**src/rtl/ttmq_pkg.sv**
```systemverilog
`timescale 1ns / 1ps
// Shared types and constants for the timer table / message queue block.
// No dependencies; every other rtl file imports this package.
package ttmq_pkg;

  localparam int unsigned CMD_FIFO_DEPTH = 2;
  localparam logic [2:0]  CNT_SAT        = 3'd7;
  localparam logic [7:0]  EXPIRY_CODE_RST = 8'd1;

  // Raw request codes on the input channel.
  localparam logic [2:0] REQ_TICK   = 3'd0;
  localparam logic [2:0] REQ_SET    = 3'd1;
  localparam logic [2:0] REQ_CANCEL = 3'd2;
  localparam logic [2:0] REQ_POST   = 3'd3;
  localparam logic [2:0] REQ_TAKE   = 3'd4;

  typedef enum logic [2:0] {
    OP_NONE,
    OP_TICK,
    OP_SET,
    OP_CANCEL,
    OP_POST,
    OP_TAKE
  } op_e;

  typedef enum logic [1:0] {
    STAT_OK      = 2'd0,
    STAT_NO_SLOT = 2'd1,
    STAT_DROPPED = 2'd2,
    STAT_EMPTY   = 2'd3
  } status_e;

  typedef enum logic [1:0] {
    BK_IDLE,
    BK_EXEC,
    BK_SCAN,
    BK_FINISH
  } bk_state_e;

  typedef struct packed {
    op_e         op;
    logic [7:0]  process;
    logic [7:0]  tmr_tag;
    logic [31:0] delay;
    logic [7:0]  msg_num;
    logic [31:0] msg_word;
  } cmd_t;

  typedef struct packed {
    logic [7:0]  target;
    logic [7:0]  number;
    logic [31:0] data;
  } msg_t;

  typedef struct packed {
    status_e     status;
    logic [7:0]  process;
    logic [7:0]  msg_num;
    logic [31:0] msg_word;
    logic [2:0]  expired;
    logic [2:0]  dropped;
  } res_t;

endpackage

```
**src/rtl/timer_table_message_queue.sv**
```systemverilog
`timescale 1ns / 1ps
// Top level of the timer table / message queue block: input stage, command
// queue, execution side and the expiry message code register. Uses ttmq_pkg.
//
//  channel  handshake                  payload
//  -------  -------------------------  -------------------------------------
//  in       in_valid_i / in_stall_o    req_type, process, tmr_tag, delay,
//                                      msg_num, msg_word
//  out      out_valid_o / out_stall_i  status, out_process, out_msg_num,
//                                      out_msg_word, expired_count, dropped_count
//  cfg      cfg_valid_i / cfg_ready_o  cfg_data_i (expiry message code)
//
// Steps: the execution side fetches an item from the command queue, executes
//   it and loads the result register; a tick also passes through a scan
//   state, since it walks the slots one per cycle so that each
//   expiry takes the single write port of the message ring in turn.
// The input stage and the two-entry command queue keep accepting items
//   while the execution side works or while a result waits to be taken.
// Reset: tick count, slot owners, ring pointers and all valid flags clear;
//   the expiry message code returns to 1. Ring contents are not cleared.
// Stalls: out_stall_i holds the result register and, once it is full, the
//   execution side; the queue and input stage then fill and raise in_stall_o.
module timer_table_message_queue #(
  parameter int unsigned TIMER_SLOTS = 4,
  parameter int unsigned QUEUE_DEPTH = 8
) (
  input  logic        clk_i,
  input  logic        rst_ni,
  input  logic        in_valid_i,
  output logic        in_stall_o,
  input  logic [2:0]  req_type_i,
  input  logic [7:0]  process_i,
  input  logic [7:0]  tmr_tag_i,
  input  logic [31:0] delay_i,
  input  logic [7:0]  msg_num_i,
  input  logic [31:0] msg_word_i,
  output logic        out_valid_o,
  input  logic        out_stall_i,
  output logic [1:0]  status_o,
  output logic [7:0]  out_process_o,
  output logic [7:0]  out_msg_num_o,
  output logic [31:0] out_msg_word_o,
  output logic [2:0]  expired_count_o,
  output logic [2:0]  dropped_count_o,
  input  logic        cfg_valid_i,
  output logic        cfg_ready_o,
  input  logic [7:0]  cfg_data_i
);
  import ttmq_pkg::*;

  logic       push;
  logic       push_ready;
  cmd_t       front_cmd;
  cmd_t       fifo_cmd;
  logic       cmd_valid;
  logic       pop;
  res_t       res;
  logic [7:0] expiry_code_q;

  // Config writes must arrive only while idle; the block does not enforce this and always takes them.
  assign cfg_ready_o = 1'b1;

  always_ff @(posedge clk_i or negedge rst_ni) begin
    if (!rst_ni) begin
      expiry_code_q <= EXPIRY_CODE_RST;
    end else if (cfg_valid_i && cfg_ready_o) begin
      expiry_code_q <= cfg_data_i;
    end
  end

  // Decode and hold each accepted item until the command queue takes it.
  ttmq_front u_front (
    .clk_i        (clk_i),
    .rst_ni       (rst_ni),
    .in_valid_i   (in_valid_i),
    .in_stall_o   (in_stall_o),
    .req_type_i   (req_type_i),
    .process_i    (process_i),
    .tmr_tag_i    (tmr_tag_i),
    .delay_i      (delay_i),
    .msg_num_i    (msg_num_i),
    .msg_word_i   (msg_word_i),
    .push_o       (push),
    .push_ready_i (push_ready),
    .cmd_o        (front_cmd)
  );

  // Decouple the input stage from the execution side.
  ttmq_cmd_fifo u_cmd_fifo (
    .clk_i        (clk_i),
    .rst_ni       (rst_ni),
    .push_i       (push),
    .push_ready_o (push_ready),
    .cmd_i        (front_cmd),
    .cmd_valid_o  (cmd_valid),
    .pop_i        (pop),
    .cmd_o        (fifo_cmd)
  );

  // Execute commands against the timer slots and the message ring.
  ttmq_back #(
    .TIMER_SLOTS (TIMER_SLOTS),
    .QUEUE_DEPTH (QUEUE_DEPTH)
  ) u_back (
    .clk_i         (clk_i),
    .rst_ni        (rst_ni),
    .cmd_valid_i   (cmd_valid),
    .cmd_i         (fifo_cmd),
    .pop_o         (pop),
    .expiry_code_i (expiry_code_q),
    .out_valid_o   (out_valid_o),
    .out_stall_i   (out_stall_i),
    .res_o         (res)
  );

  assign status_o         = res.status;
  assign out_process_o    = res.process;
  assign out_msg_num_o    = res.msg_num;
  assign out_msg_word_o   = res.msg_word;
  assign expired_count_o  = res.expired;
  assign dropped_count_o  = res.dropped;

  // The input stage never pushes into a full command queue.
  a_no_fifo_overflow: assert property (@(posedge clk_i) disable iff (!rst_ni)
    push |-> push_ready)
    else $error("command pushed into full queue");

  // A dropped expiry is always also counted as expired.
  a_drop_le_expired: assert property (@(posedge clk_i) disable iff (!rst_ni)
    out_valid_o |-> (dropped_count_o <= expired_count_o))
    else $error("dropped count exceeds expired count");

  // Any dropped expiry message shows up as a dropped status.
  a_drop_status: assert property (@(posedge clk_i) disable iff (!rst_ni)
    (out_valid_o && dropped_count_o != 3'd0) |-> (status_o == STAT_DROPPED))
    else $error("drops without dropped status");

  // A take from an empty ring returns all-zero message fields.
  a_empty_zero: assert property (@(posedge clk_i) disable iff (!rst_ni)
    (out_valid_o && status_o == STAT_EMPTY) |->
      (out_process_o == 8'd0 && out_msg_num_o == 8'd0 && out_msg_word_o == 32'd0))
    else $error("empty take carries data");

endmodule

```
**src/rtl/ttmq_front.sv**
```systemverilog
`timescale 1ns / 1ps
// Input stage: accepts request items, decodes them into commands and hands
// them to the command queue. Depends on ttmq_pkg.
module ttmq_front (
  input  logic            clk_i,
  input  logic            rst_ni,
  input  logic            in_valid_i,
  output logic            in_stall_o,
  input  logic [2:0]      req_type_i,
  input  logic [7:0]      process_i,
  input  logic [7:0]      tmr_tag_i,
  input  logic [31:0]     delay_i,
  input  logic [7:0]      msg_num_i,
  input  logic [31:0]     msg_word_i,
  output logic            push_o,
  input  logic            push_ready_i,
  output ttmq_pkg::cmd_t  cmd_o
);
  import ttmq_pkg::*;

  logic valid_q, valid_d;
  cmd_t cmd_q;
  cmd_t cmd_dec;
  logic accept;

  // A set with no owner changes nothing and reports ok: same as an unused code.
  always_comb begin
    cmd_dec          = '0;
    cmd_dec.process  = process_i;
    cmd_dec.tmr_tag  = tmr_tag_i;
    cmd_dec.delay    = delay_i;
    cmd_dec.msg_num  = msg_num_i;
    cmd_dec.msg_word = msg_word_i;
    case (req_type_i)
      REQ_TICK:   cmd_dec.op = OP_TICK;
      REQ_SET:    cmd_dec.op = (process_i != 8'd0) ? OP_SET : OP_NONE;
      REQ_CANCEL: cmd_dec.op = OP_CANCEL;
      REQ_POST:   cmd_dec.op = OP_POST;
      REQ_TAKE:   cmd_dec.op = OP_TAKE;
      default:    cmd_dec.op = OP_NONE;
    endcase
  end

  assign push_o     = valid_q && push_ready_i;
  assign in_stall_o = valid_q && !push_ready_i;
  assign accept     = in_valid_i && !in_stall_o;
  assign cmd_o      = cmd_q;

  always_comb begin
    valid_d = valid_q;
    if (accept) begin
      valid_d = 1'b1;
    end else if (push_o) begin
      valid_d = 1'b0;
    end
  end

  always_ff @(posedge clk_i or negedge rst_ni) begin
    if (!rst_ni) begin
      valid_q <= 1'b0;
    end else begin
      valid_q <= valid_d;
    end
  end

  always_ff @(posedge clk_i) begin
    if (accept) begin
      cmd_q <= cmd_dec;
    end
  end

endmodule

```
**src/rtl/ttmq_cmd_fifo.sv**
```systemverilog
`timescale 1ns / 1ps
// Short command queue between the input stage and the execution side.
// Depends on ttmq_pkg.
module ttmq_cmd_fifo (
  input  logic              clk_i,
  input  logic              rst_ni,
  input  logic              push_i,
  output logic              push_ready_o,
  input  ttmq_pkg::cmd_t    cmd_i,
  output logic              cmd_valid_o,
  input  logic              pop_i,
  output ttmq_pkg::cmd_t    cmd_o
);
  import ttmq_pkg::*;

  localparam int unsigned PtrW = $clog2(CMD_FIFO_DEPTH);
  localparam int unsigned CntW = $clog2(CMD_FIFO_DEPTH + 1);

  cmd_t            entry_q [CMD_FIFO_DEPTH];
  logic [PtrW-1:0] wptr_q, wptr_d;
  logic [PtrW-1:0] rptr_q, rptr_d;
  logic [CntW-1:0] cnt_q, cnt_d;
  logic            pop;

  assign push_ready_o = cnt_q != CntW'(CMD_FIFO_DEPTH);
  assign cmd_valid_o  = cnt_q != '0;
  assign pop          = pop_i && cmd_valid_o;
  assign cmd_o        = entry_q[rptr_q];

  always_comb begin
    wptr_d = wptr_q;
    rptr_d = rptr_q;
    cnt_d  = cnt_q;
    if (push_i) begin
      wptr_d = wptr_q + 1'b1;
    end
    if (pop) begin
      rptr_d = rptr_q + 1'b1;
    end
    case ({push_i, pop})
      2'b10:   cnt_d = cnt_q + 1'b1;
      2'b01:   cnt_d = cnt_q - 1'b1;
      default: cnt_d = cnt_q;
    endcase
  end

  always_ff @(posedge clk_i or negedge rst_ni) begin
    if (!rst_ni) begin
      wptr_q <= '0;
      rptr_q <= '0;
      cnt_q  <= '0;
    end else begin
      wptr_q <= wptr_d;
      rptr_q <= rptr_d;
      cnt_q  <= cnt_d;
    end
  end

  always_ff @(posedge clk_i) begin
    if (push_i) begin
      entry_q[wptr_q] <= cmd_i;
    end
  end

endmodule

```
**src/rtl/ttmq_back.sv**
```systemverilog
`timescale 1ns / 1ps
// Execution side: tick counter, timer slots, message ring memory and the
// result register. Depends on ttmq_pkg.
module ttmq_back #(
  parameter int unsigned TIMER_SLOTS = 4,
  parameter int unsigned QUEUE_DEPTH = 8
) (
  input  logic              clk_i,
  input  logic              rst_ni,
  input  logic              cmd_valid_i,
  input  ttmq_pkg::cmd_t    cmd_i,
  output logic              pop_o,
  input  logic [7:0]        expiry_code_i,
  output logic              out_valid_o,
  input  logic              out_stall_i,
  output ttmq_pkg::res_t    res_o
);
  import ttmq_pkg::*;

  localparam int unsigned SlotW = (TIMER_SLOTS > 1) ? $clog2(TIMER_SLOTS) : 1;
  localparam int unsigned QPtrW = $clog2(QUEUE_DEPTH);

  bk_state_e state_q, state_d;

  cmd_t        cmd_q;
  res_t        res_q, res_d;
  res_t        out_q, out_d;
  logic        out_valid_q;
  logic        take_hit_q;
  logic [31:0] count_q;
  logic [SlotW-1:0] idx_q;

  logic [7:0]  owner_q  [TIMER_SLOTS];
  logic [7:0]  tid_q    [TIMER_SLOTS];
  logic [31:0] expiry_q [TIMER_SLOTS];

  msg_t             mem [QUEUE_DEPTH];
  msg_t             rd_q;
  logic [QPtrW-1:0] wptr_q, rptr_q;
  logic [QPtrW-1:0] wptr_nxt, rptr_nxt;
  logic             q_full, q_empty;

  logic             free_found;
  logic [SlotW-1:0] free_idx;
  logic             hit;
  logic             scan_last;
  logic             out_free;
  logic             push_en;
  msg_t             push_msg;
  logic             rd_en;
  logic             out_load;

  assign wptr_nxt = (wptr_q == QPtrW'(QUEUE_DEPTH - 1)) ? '0 : wptr_q + 1'b1;
  assign rptr_nxt = (rptr_q == QPtrW'(QUEUE_DEPTH - 1)) ? '0 : rptr_q + 1'b1;
  assign q_full   = wptr_nxt == rptr_q;
  assign q_empty  = wptr_q == rptr_q;

  assign hit       = (owner_q[idx_q] != 8'd0) && (expiry_q[idx_q] == count_q);
  assign scan_last = idx_q == SlotW'(TIMER_SLOTS - 1);
  assign out_free  = !out_valid_q || !out_stall_i;

  // Lowest free slot wins.
  always_comb begin
    free_found = 1'b0;
    free_idx   = '0;
    for (int i = TIMER_SLOTS - 1; i >= 0; i--) begin
      if (owner_q[i] == 8'd0) begin
        free_found = 1'b1;
        free_idx   = SlotW'(i);
      end
    end
  end

  // Next state.
  always_comb begin
    state_d = state_q;
    case (state_q)
      BK_IDLE:   if (cmd_valid_i) state_d = BK_EXEC;
      BK_EXEC:   state_d = (cmd_q.op == OP_TICK) ? BK_SCAN : BK_FINISH;
      BK_SCAN:   if (scan_last) state_d = BK_FINISH;
      BK_FINISH: if (out_free) state_d = BK_IDLE;
      default:   state_d = BK_IDLE;
    endcase
  end

  // Control outputs.
  always_comb begin
    pop_o    = 1'b0;
    push_en  = 1'b0;
    push_msg = '0;
    rd_en    = 1'b0;
    out_load = 1'b0;
    case (state_q)
      BK_IDLE: pop_o = cmd_valid_i;
      BK_EXEC: begin
        push_en         = (cmd_q.op == OP_POST) && !q_full;
        push_msg.target = cmd_q.process;
        push_msg.number = cmd_q.msg_num;
        push_msg.data   = cmd_q.msg_word;
        rd_en           = cmd_q.op == OP_TAKE;
      end
      BK_SCAN: begin
        push_en         = hit && !q_full;
        push_msg.target = owner_q[idx_q];
        push_msg.number = expiry_code_i;
        push_msg.data   = {24'd0, tid_q[idx_q]};
      end
      BK_FINISH: out_load = out_free;
      default: ;
    endcase
  end

  // Result of the item in progress: clear and set the status on execute, count expiries and drops on scan.
  always_comb begin
    res_d = res_q;
    case (state_q)
      BK_EXEC: begin
        res_d = '0;
        case (cmd_q.op)
          OP_SET:  if (!free_found) res_d.status = STAT_NO_SLOT;
          OP_POST: if (q_full) res_d.status = STAT_DROPPED;
          OP_TAKE: if (q_empty) res_d.status = STAT_EMPTY;
          default: ;
        endcase
      end
      BK_SCAN: begin
        if (hit) begin
          if (res_q.expired != CNT_SAT) begin
            res_d.expired = res_q.expired + 3'd1;
          end
          if (q_full) begin
            res_d.status = STAT_DROPPED;
            if (res_q.dropped != CNT_SAT) begin
              res_d.dropped = res_q.dropped + 3'd1;
            end
          end
        end
      end
      default: ;
    endcase
  end

  // Merge the message read from the ring into a successful take.
  always_comb begin
    out_d = res_q;
    if (take_hit_q) begin
      out_d.process  = rd_q.target;
      out_d.msg_num  = rd_q.number;
      out_d.msg_word = rd_q.data;
    end
  end

  assign out_valid_o = out_valid_q;
  assign res_o       = out_q;

  // Control state.
  always_ff @(posedge clk_i or negedge rst_ni) begin
    if (!rst_ni) begin
      state_q     <= BK_IDLE;
      count_q     <= '0;
      wptr_q      <= '0;
      rptr_q      <= '0;
      out_valid_q <= 1'b0;
      for (int i = 0; i < TIMER_SLOTS; i++) begin
        owner_q[i] <= 8'd0;
      end
    end else begin
      state_q <= state_d;
      if (push_en) begin
        wptr_q <= wptr_nxt;
      end
      if (out_load) begin
        out_valid_q <= 1'b1;
      end else if (!out_stall_i) begin
        out_valid_q <= 1'b0;
      end
      case (state_q)
        BK_EXEC: begin
          case (cmd_q.op)
            OP_TICK: count_q <= count_q + 32'd1;
            OP_SET: begin
              if (free_found) begin
                owner_q[free_idx] <= cmd_q.process;
              end
            end
            OP_CANCEL: begin
              for (int i = 0; i < TIMER_SLOTS; i++) begin
                if (tid_q[i] == cmd_q.tmr_tag) begin
                  owner_q[i] <= 8'd0;
                end
              end
            end
            OP_TAKE: begin
              if (!q_empty) begin
                rptr_q <= rptr_nxt;
              end
            end
            default: ;
          endcase
        end
        BK_SCAN: begin
          if (hit) begin
            owner_q[idx_q] <= 8'd0;
          end
        end
        default: ;
      endcase
    end
  end

  // Payload: command, slot contents, result, ring memory.
  always_ff @(posedge clk_i) begin
    if (pop_o) begin
      cmd_q <= cmd_i;
    end
    if (push_en) begin
      mem[wptr_q] <= push_msg;
    end
    if (rd_en) begin
      rd_q <= mem[rptr_q];
    end
    res_q <= res_d;
    case (state_q)
      BK_EXEC: begin
        idx_q      <= '0;
        take_hit_q <= (cmd_q.op == OP_TAKE) && !q_empty;
        if ((cmd_q.op == OP_SET) && free_found) begin
          tid_q[free_idx]    <= cmd_q.tmr_tag;
          expiry_q[free_idx] <= cmd_q.delay + count_q;
        end
      end
      BK_SCAN: idx_q <= idx_q + 1'b1;
      default: ;
    endcase
    if (out_load) begin
      out_q <= out_d;
    end
  end

endmodule

```
**config.mk**
```make
export PLATFORM = sky130hd
export DESIGN_NAME = timer_table_message_queue
export DESIGN_NICKNAME = d
export VERILOG_FILES = /design/src/rtl/ttmq_pkg.sv /design/src/rtl/timer_table_message_queue.sv /design/src/rtl/ttmq_front.sv /design/src/rtl/ttmq_cmd_fifo.sv /design/src/rtl/ttmq_back.sv
export SDC_FILE = /design/constraint.sdc
export NUM_CORES = 1
export LEC_CHECK = 0
export CAP_MARGIN = 20
export CORE_ASPECT_RATIO = 0.75
export CORE_MARGIN = 3
export CORE_UTILIZATION = 32
export CTS_BUF_LIST = sky130_fd_sc_hd__clkbuf_16
export DETAILED_ROUTE_END_ITERATION = 12
export DONT_BUFFER_PORTS = 1
export RECOVER_POWER = 50
export SYNTH_ARGS = -nofsm -noshare
export SYNTH_HDL_FRONTEND = slang
export SYNTH_HIERARCHICAL = 1
export SYNTH_SLANG_ARGS = --single-unit
export TNS_END_PERCENT = 5
```
**constraint.sdc**
```tcl
create_clock -name clk_i -period 9 [get_ports clk_i]
set_input_delay 0.45 -clock clk_i [delete_from_list [all_inputs] [get_ports clk_i]]
set_output_delay 0.45 -clock clk_i [all_outputs]
set_load 0.02 [all_outputs]
```
Word level (Yosys, flattened, before mapping)
Memories as Yosys holds them, arrays and structs flattened. A register that Yosys moved wholly into a read port is not among the register bits. Index checks and enable logic that the tools add are counted.

Add/subtract/negate cells: 11. Equal/unequal tests: 41. Bitwise operators: 5. Reductions and logical operators: 40. Multiplexer cells: 65. $lt $le $gt $ge: 4.

Operators with widths (number): 32-bit case mux with 2 select lines (2); 48-bit case mux with 2 select lines (1); 32-bit 2-to-1 mux (2); 8-bit 2-to-1 mux (8); 32-bit by 1-bit adder with 32-bit output, second input constant (1); 32-bit adder (1); 32-bit bitwise AND (1); 32-bit bitwise mux (1); 8-bit demux with 2-bit select (2); 32-bit == test (1); 8-bit == test (4); 8-bit zero test (4); 32-bit inverter (1); 2-bit 2-to-1 mux (14); 1-bit 2-to-1 mux (20); 5-bit AND reduction (4); 3-bit by 2-bit inequality test with 1-bit output, second input constant (6); 8-bit binary-select mux with 2-bit select (1); 2-bit by 1-bit inequality test with 1-bit output, second input constant (8); 8-bit nonzero test (2); 3-bit == test, second input constant (5); 3-bit 2-to-1 mux (5); 3-bit case mux with 5 select lines (1); 3-bit by 1-bit adder with 3-bit output, second input constant (4); other kinds (29) (67).

Bits in writable memories: 726. Memories: 4. Logic and storage cells: 201. Output and inout bits: 59. Register bits after elaboration: 244.

Memories: u_back.mem (words 8, width 48, rd ports 1, clocked after memory_dff 1, write ports 1, line ttmq_back.sv:37) `msg_t mem [QUEUE_DEPTH];`; u_cmd_fifo.entry_q (words 2, width 91, rd ports 1, clocked after memory_dff 1, write ports 1, line ttmq_cmd_fifo.sv:19) `cmd_t entry_q [CMD_FIFO_DEPTH];`; u_back.expiry_q (words 4, width 32, rd ports 1, clocked after memory_dff 1, write ports 1, line ttmq_back.sv:35) `logic [31:0] expiry_q [TIMER_SLOTS];`; u_back.tid_q (words 4, width 8, rd ports 5, clocked after memory_dff 1, write ports 1, line ttmq_back.sv:34) `logic [7:0] tid_q [TIMER_SLOTS];`.

Logic depth before layout (Yosys ltp)
Depth in word-level cells: 14. Depth in mapped cells: 11. Gate-level depth less buffers: 11.

By module
The synthesis kept the hierarchy.

Modules (own cells, without submodules): ttmq_back (seq. area each 24388.4 µm², area each 33049.2 µm², cells an instance 1725, instances 1); ttmq_cmd_fifo (seq. area each 5565.3 µm², area each 7159.4 µm², cells an instance 300, instances 1); ttmq_front (seq. area each 2757.6 µm², area each 2851.5 µm², cells an instance 108, instances 1); timer_table_message_queue (seq. area each 201.4 µm², area each 344.1 µm², cells an instance 19, instances 1).

Least setup slack after synthesis
No wires, ideal clock.

Path kind: register to register. Start point: register u_back.state_q[0]. End point: register u_back.out_q, in the netlist u_back/res_o[0] (enable). Path buffers: 0. Clock period less this slack: 5.221 ns. Cell stages (with the launch flop): 3. Slack: 3.779 ns. Arrival time: 4.666 ns. Path through: dfrtp_1 -> ha_1 -> a21boi_0.

Word-level cells in the longest chain between the ends: 2.

RTL lines: start, declared (line ttmq_back.sv:23) `bk_state_e state_q, state_d;`; start signal, assigned (line ttmq_back.sv:168) `state_q <= state_d;`; 2-bit == test (line ttmq_back.sv:93) `case (state_q)`; 1-bit 2-to-1 mux (line ttmq_back.sv:93); named net u_back.out_load (line ttmq_back.sv:51) `logic out_load;`; end signal, assigned (line ttmq_back.sv:236) `out_q <= out_d;`; end, declared (line ttmq_back.sv:27) `res_t out_q, out_d;`.

The timed path passes the listed nets, and every way through them passes these cells. A chain may end at the register's enable or synchronous reset.

Worst setup path in the final report
Start point: register u_back.state_q[0]. End point: register u_back/cmd_q[17] (netlist name).

Word-level cells in the longest chain between the ends: 2.

RTL lines: 2-bit zero test (line ttmq_back.sv:93); 1-bit 2-to-1 mux (line ttmq_back.sv:93); named net pop (line timer_table_message_queue.sv:56) `logic pop;`.

The timed path passes the listed nets, and every way through them passes these cells.

==> out/results.tsv <==
metric	value	unit
yosys_warnings	6	
die_h	325	microns
r2r_setup_slack	3130	ps
dpl_worst_slack	3880	ps
drc	0	
cts_resized	0	
rsz0062_at_grt	no	
ys_ff_latch	1111	
core_area	134000	sq um
top_layer	met5	
path_buf_inv	2	
nets	2491	
drt_wl_total	93200	microns
status	complete, but fails checks	
gr-usage-all-layers	0.131	
period_needed	5870	ps
final_cell_mix	edfxtp_1, mux4_2, clkbuf_16	
synth.distinct_cells	69	
crit_fanout	59	
clockRootBuffer	clkbuf_16	
fillerInstances	12100	
min_to	u_front/cmd_o[90]	
dieArea	140000	sq um
grt_overflow	0	
via_per_inst	4.82	
syn_nets	2307	
period_share	0.652	
min_path_cells	3	
syn-instance-count	2152	
grt_max_degree	87	
peakVddDrop	201	uV
fin_ws	3130	ps
leakagePower	16.9	nW
io_pins	163	
cp_data_arrival_time	6080	ps
hold_violations	0	
start_util	0.324	
drt-initial-drc-count	1775	
regToRegStartpoint	u_back/state_q[0]	
ant_nets	0	
ys.flop_type	edfxtp_1	
criticalPathCategory	reg2reg	
route.met3.wl	5810	microns
syn_area	43400	sq um
maxCapViolations	13	
fin_skew	59.0	ps
place_congestion	0.813	
met2RoutedLength	43100	microns
synth.yosys.seq_area_share	0.758	
async_flop_share	0.0774	
rows	116	
critPathRequiredTime	9210	ps
wl_met1	42400	microns
finalSetupTns	0	ps
start_kind	flop	
power_density	319	nW/um^2
cts_buffers	111	
cts_sinks	1111	
power.total	16.1	mW
syn_to_final_growth	16.0	%
fmax	170	MHz
clock_path_buffers	3	
finalSetupViolations	0	
layout.area.seq	32900	sq um
cp_cell_sequence	inv_1 > ha_1 > and2_0 > clkbuf_1	
final_common_cell	edfxtp_1	
slew_headroom	-1.92	
io_buffer_count	0	
drtPass1Iterations	5	
multi_input_area	9870	sq um
violations	capacitance limit, slew limit	
syn_avg_cell_area	20.2	sq um
antenna_found_initial	7	
cp_slowest_cell	clkbuf_1	
cts_tree	done	
routedWlPerCell	22.1	microns
h-tree-depth	3	
worstHoldStart	req_type_i[0]	
cp_slowest_stage_delay	2780	ps
layout-drive-gt1-share	0.194	
tightestPinTransition	4380	ps
hold_class	in2reg	
grt_pass1_wl	139000	microns
slew_violations	561	
hold_slack	58.8	ps
r2r_end	u_back/cmd_q[17]	
worstSkewPairLatency	710	ps
dp_hpwl	59600	microns
die_w	431	microns
path_delay_family	buffers and inverters	
path_clk_slew	60	ps
synth-edff-count	1023	
reg2reg_depth	4	
cp_num_cells	4	
via_count	20300	
grt_pass1_vias	21100	
end_kind	flop	
layout make-up:
| type | count | area share |
|---|---|---|
| diodes | 6 | 0.000298 |
| clock inverters | 97 | 0.0209 |
| multi-input cells | 951 | 0.196 |
| flip-flops and latches | 1111 | 0.654 |
| inverters | 16 | 0.00119 |
| well taps | 1770 | 0.0440 |
| clock buffers | 114 | 0.0567 |
| repair buffers | 145 | 0.0267 |
cells by family (layout without fill, tap and decap cells):
| group | after synthesis | count (layout) | share of synthesized area |
|---|---|---|---|
| buffers and inverters | 90 | 372 | 0.0116 |
| adders and majority gates | 51 | 51 | 0.0149 |
| other | 1 | 7 | 0.0000864 |
| AOI/OAI and AO/OA | 166 | 166 | 0.0275 |
| DFF | 1111 | 1111 | 0.758 |
| muxes | 299 | 299 | 0.123 |
| and+or+nand+nor | 301 | 301 | 0.0383 |
| xor gates and xnor gates | 133 | 133 | 0.0268 |
synth_stat cells, types with 6 or more instances:
library cell / count / area [sq um]
a21oi_1: 35 / 175
nand2_1: 48 / 180
inv_1: 15 / 56.3
nand2b_1: 12 / 75.1
edfxtp_1: 1023 / 30700
nor2b_1: 9 / 56.3
nand3_1: 18 / 90.1
ha_1: 50 / 626
xor2_1: 53 / 464
clkbuf_1: 40 / 150
nor2_1: 48 / 180
a22o_1: 56 / 490
buf_2: 7 / 35.0
a21o_1: 6 / 45.0
and2_1: 62 / 388
mux2_2: 65 / 732
mux4_2: 144 / 3240
o21ai_0: 27 / 135
and3_1: 38 / 238
o21bai_1: 6 / 45.0
nor4_1: 19 / 119
buf_1: 14 / 52.6
buf_12: 8 / 160
mux2_4: 88 / 1320
xnor2_1: 80 / 701
nor3_1: 11 / 55.1
nand4_1: 16 / 100
o21a_1: 7 / 52.6
dfrtp_1: 85 / 2130
report_power, final:
group          switching (mW)  internal [mW]
Combinational            2.02           1.45
Clock                    1.94           2.86
Sequential              0.669           7.12
timing repair:
item | 4_1_cts | 5_1_grt
hold buffers | 113 | 0
hold endpoints to repair | 187 | 0
buffers inserted | 0 | 0
layer usage:
| metal | vias up | track usage |
|---|---|---|
| li1 | 9007 | - |
| met1 | 10600 | 0.186 |
| met2 | 548 | 0.206 |
| met3 | 120 | 0.0265 |
| met4 | 2 | 0.0376 |
| met5 | - | 0 |
worst max path at each step:
stage / from / slack, ps / end
finish: u_back/state_q[0] / 3130 / u_back/cmd_q[17]
global route: u_back/state_q[0] / 2520 / u_back/cmd_q[18]
CTS: flop / 3890 / u_back/mem[1][19]
detailed placement: flop / 3880 / u_back/mem[1][28]
global placement: flop / 3950 / u_back/mem[1][19]
floorplan: u_back/state_q[0] / 3780 / u_back/res_o[0]
sequential cells by signal, summed over array words and instances, names as in the netlist, 2 cells and up, named ones only:
name and cells:
u_back/wptr_q 3, u_back/mem 384, u_cmd_fifo/entry_q 182, u_back/count_q 32, u_back/state_q 2, u_back/owner_q 32
u_back/expiry_q 128, u_back/rd_q 48, u_back/rptr_q 3, u_back/out_d 8, expiry_code_q 8, u_back/cmd_q 91
u_back/res_o 56, u_back/idx_q 2, u_cmd_fifo/cnt_q 2, u_front/cmd_o 91, u_back/tid_q 32
stage by stage:
| stage | util | instances | cell area [sq um] |
|---|---|---|---|
| 2_1_floorplan | - | 2152 | 43400 |
| 3_3_place_gp | 0.339 | 3879 | 45500 |
| 3_5_place_dp | 0.339 | 3879 | 45500 |
| 4_1_cts | 0.377 | 4203 | 50600 |
| 5_1_grt | 0.375 | 4204 | 50300 |
| 6_report | 0.375 | 4210 | 50300 |
tightest hold or removal path: stages:
cell     delay (ps)
nor2_1           70
nand2_1          50
o21ai_0          60
Power figures use the tool's default switching activity.
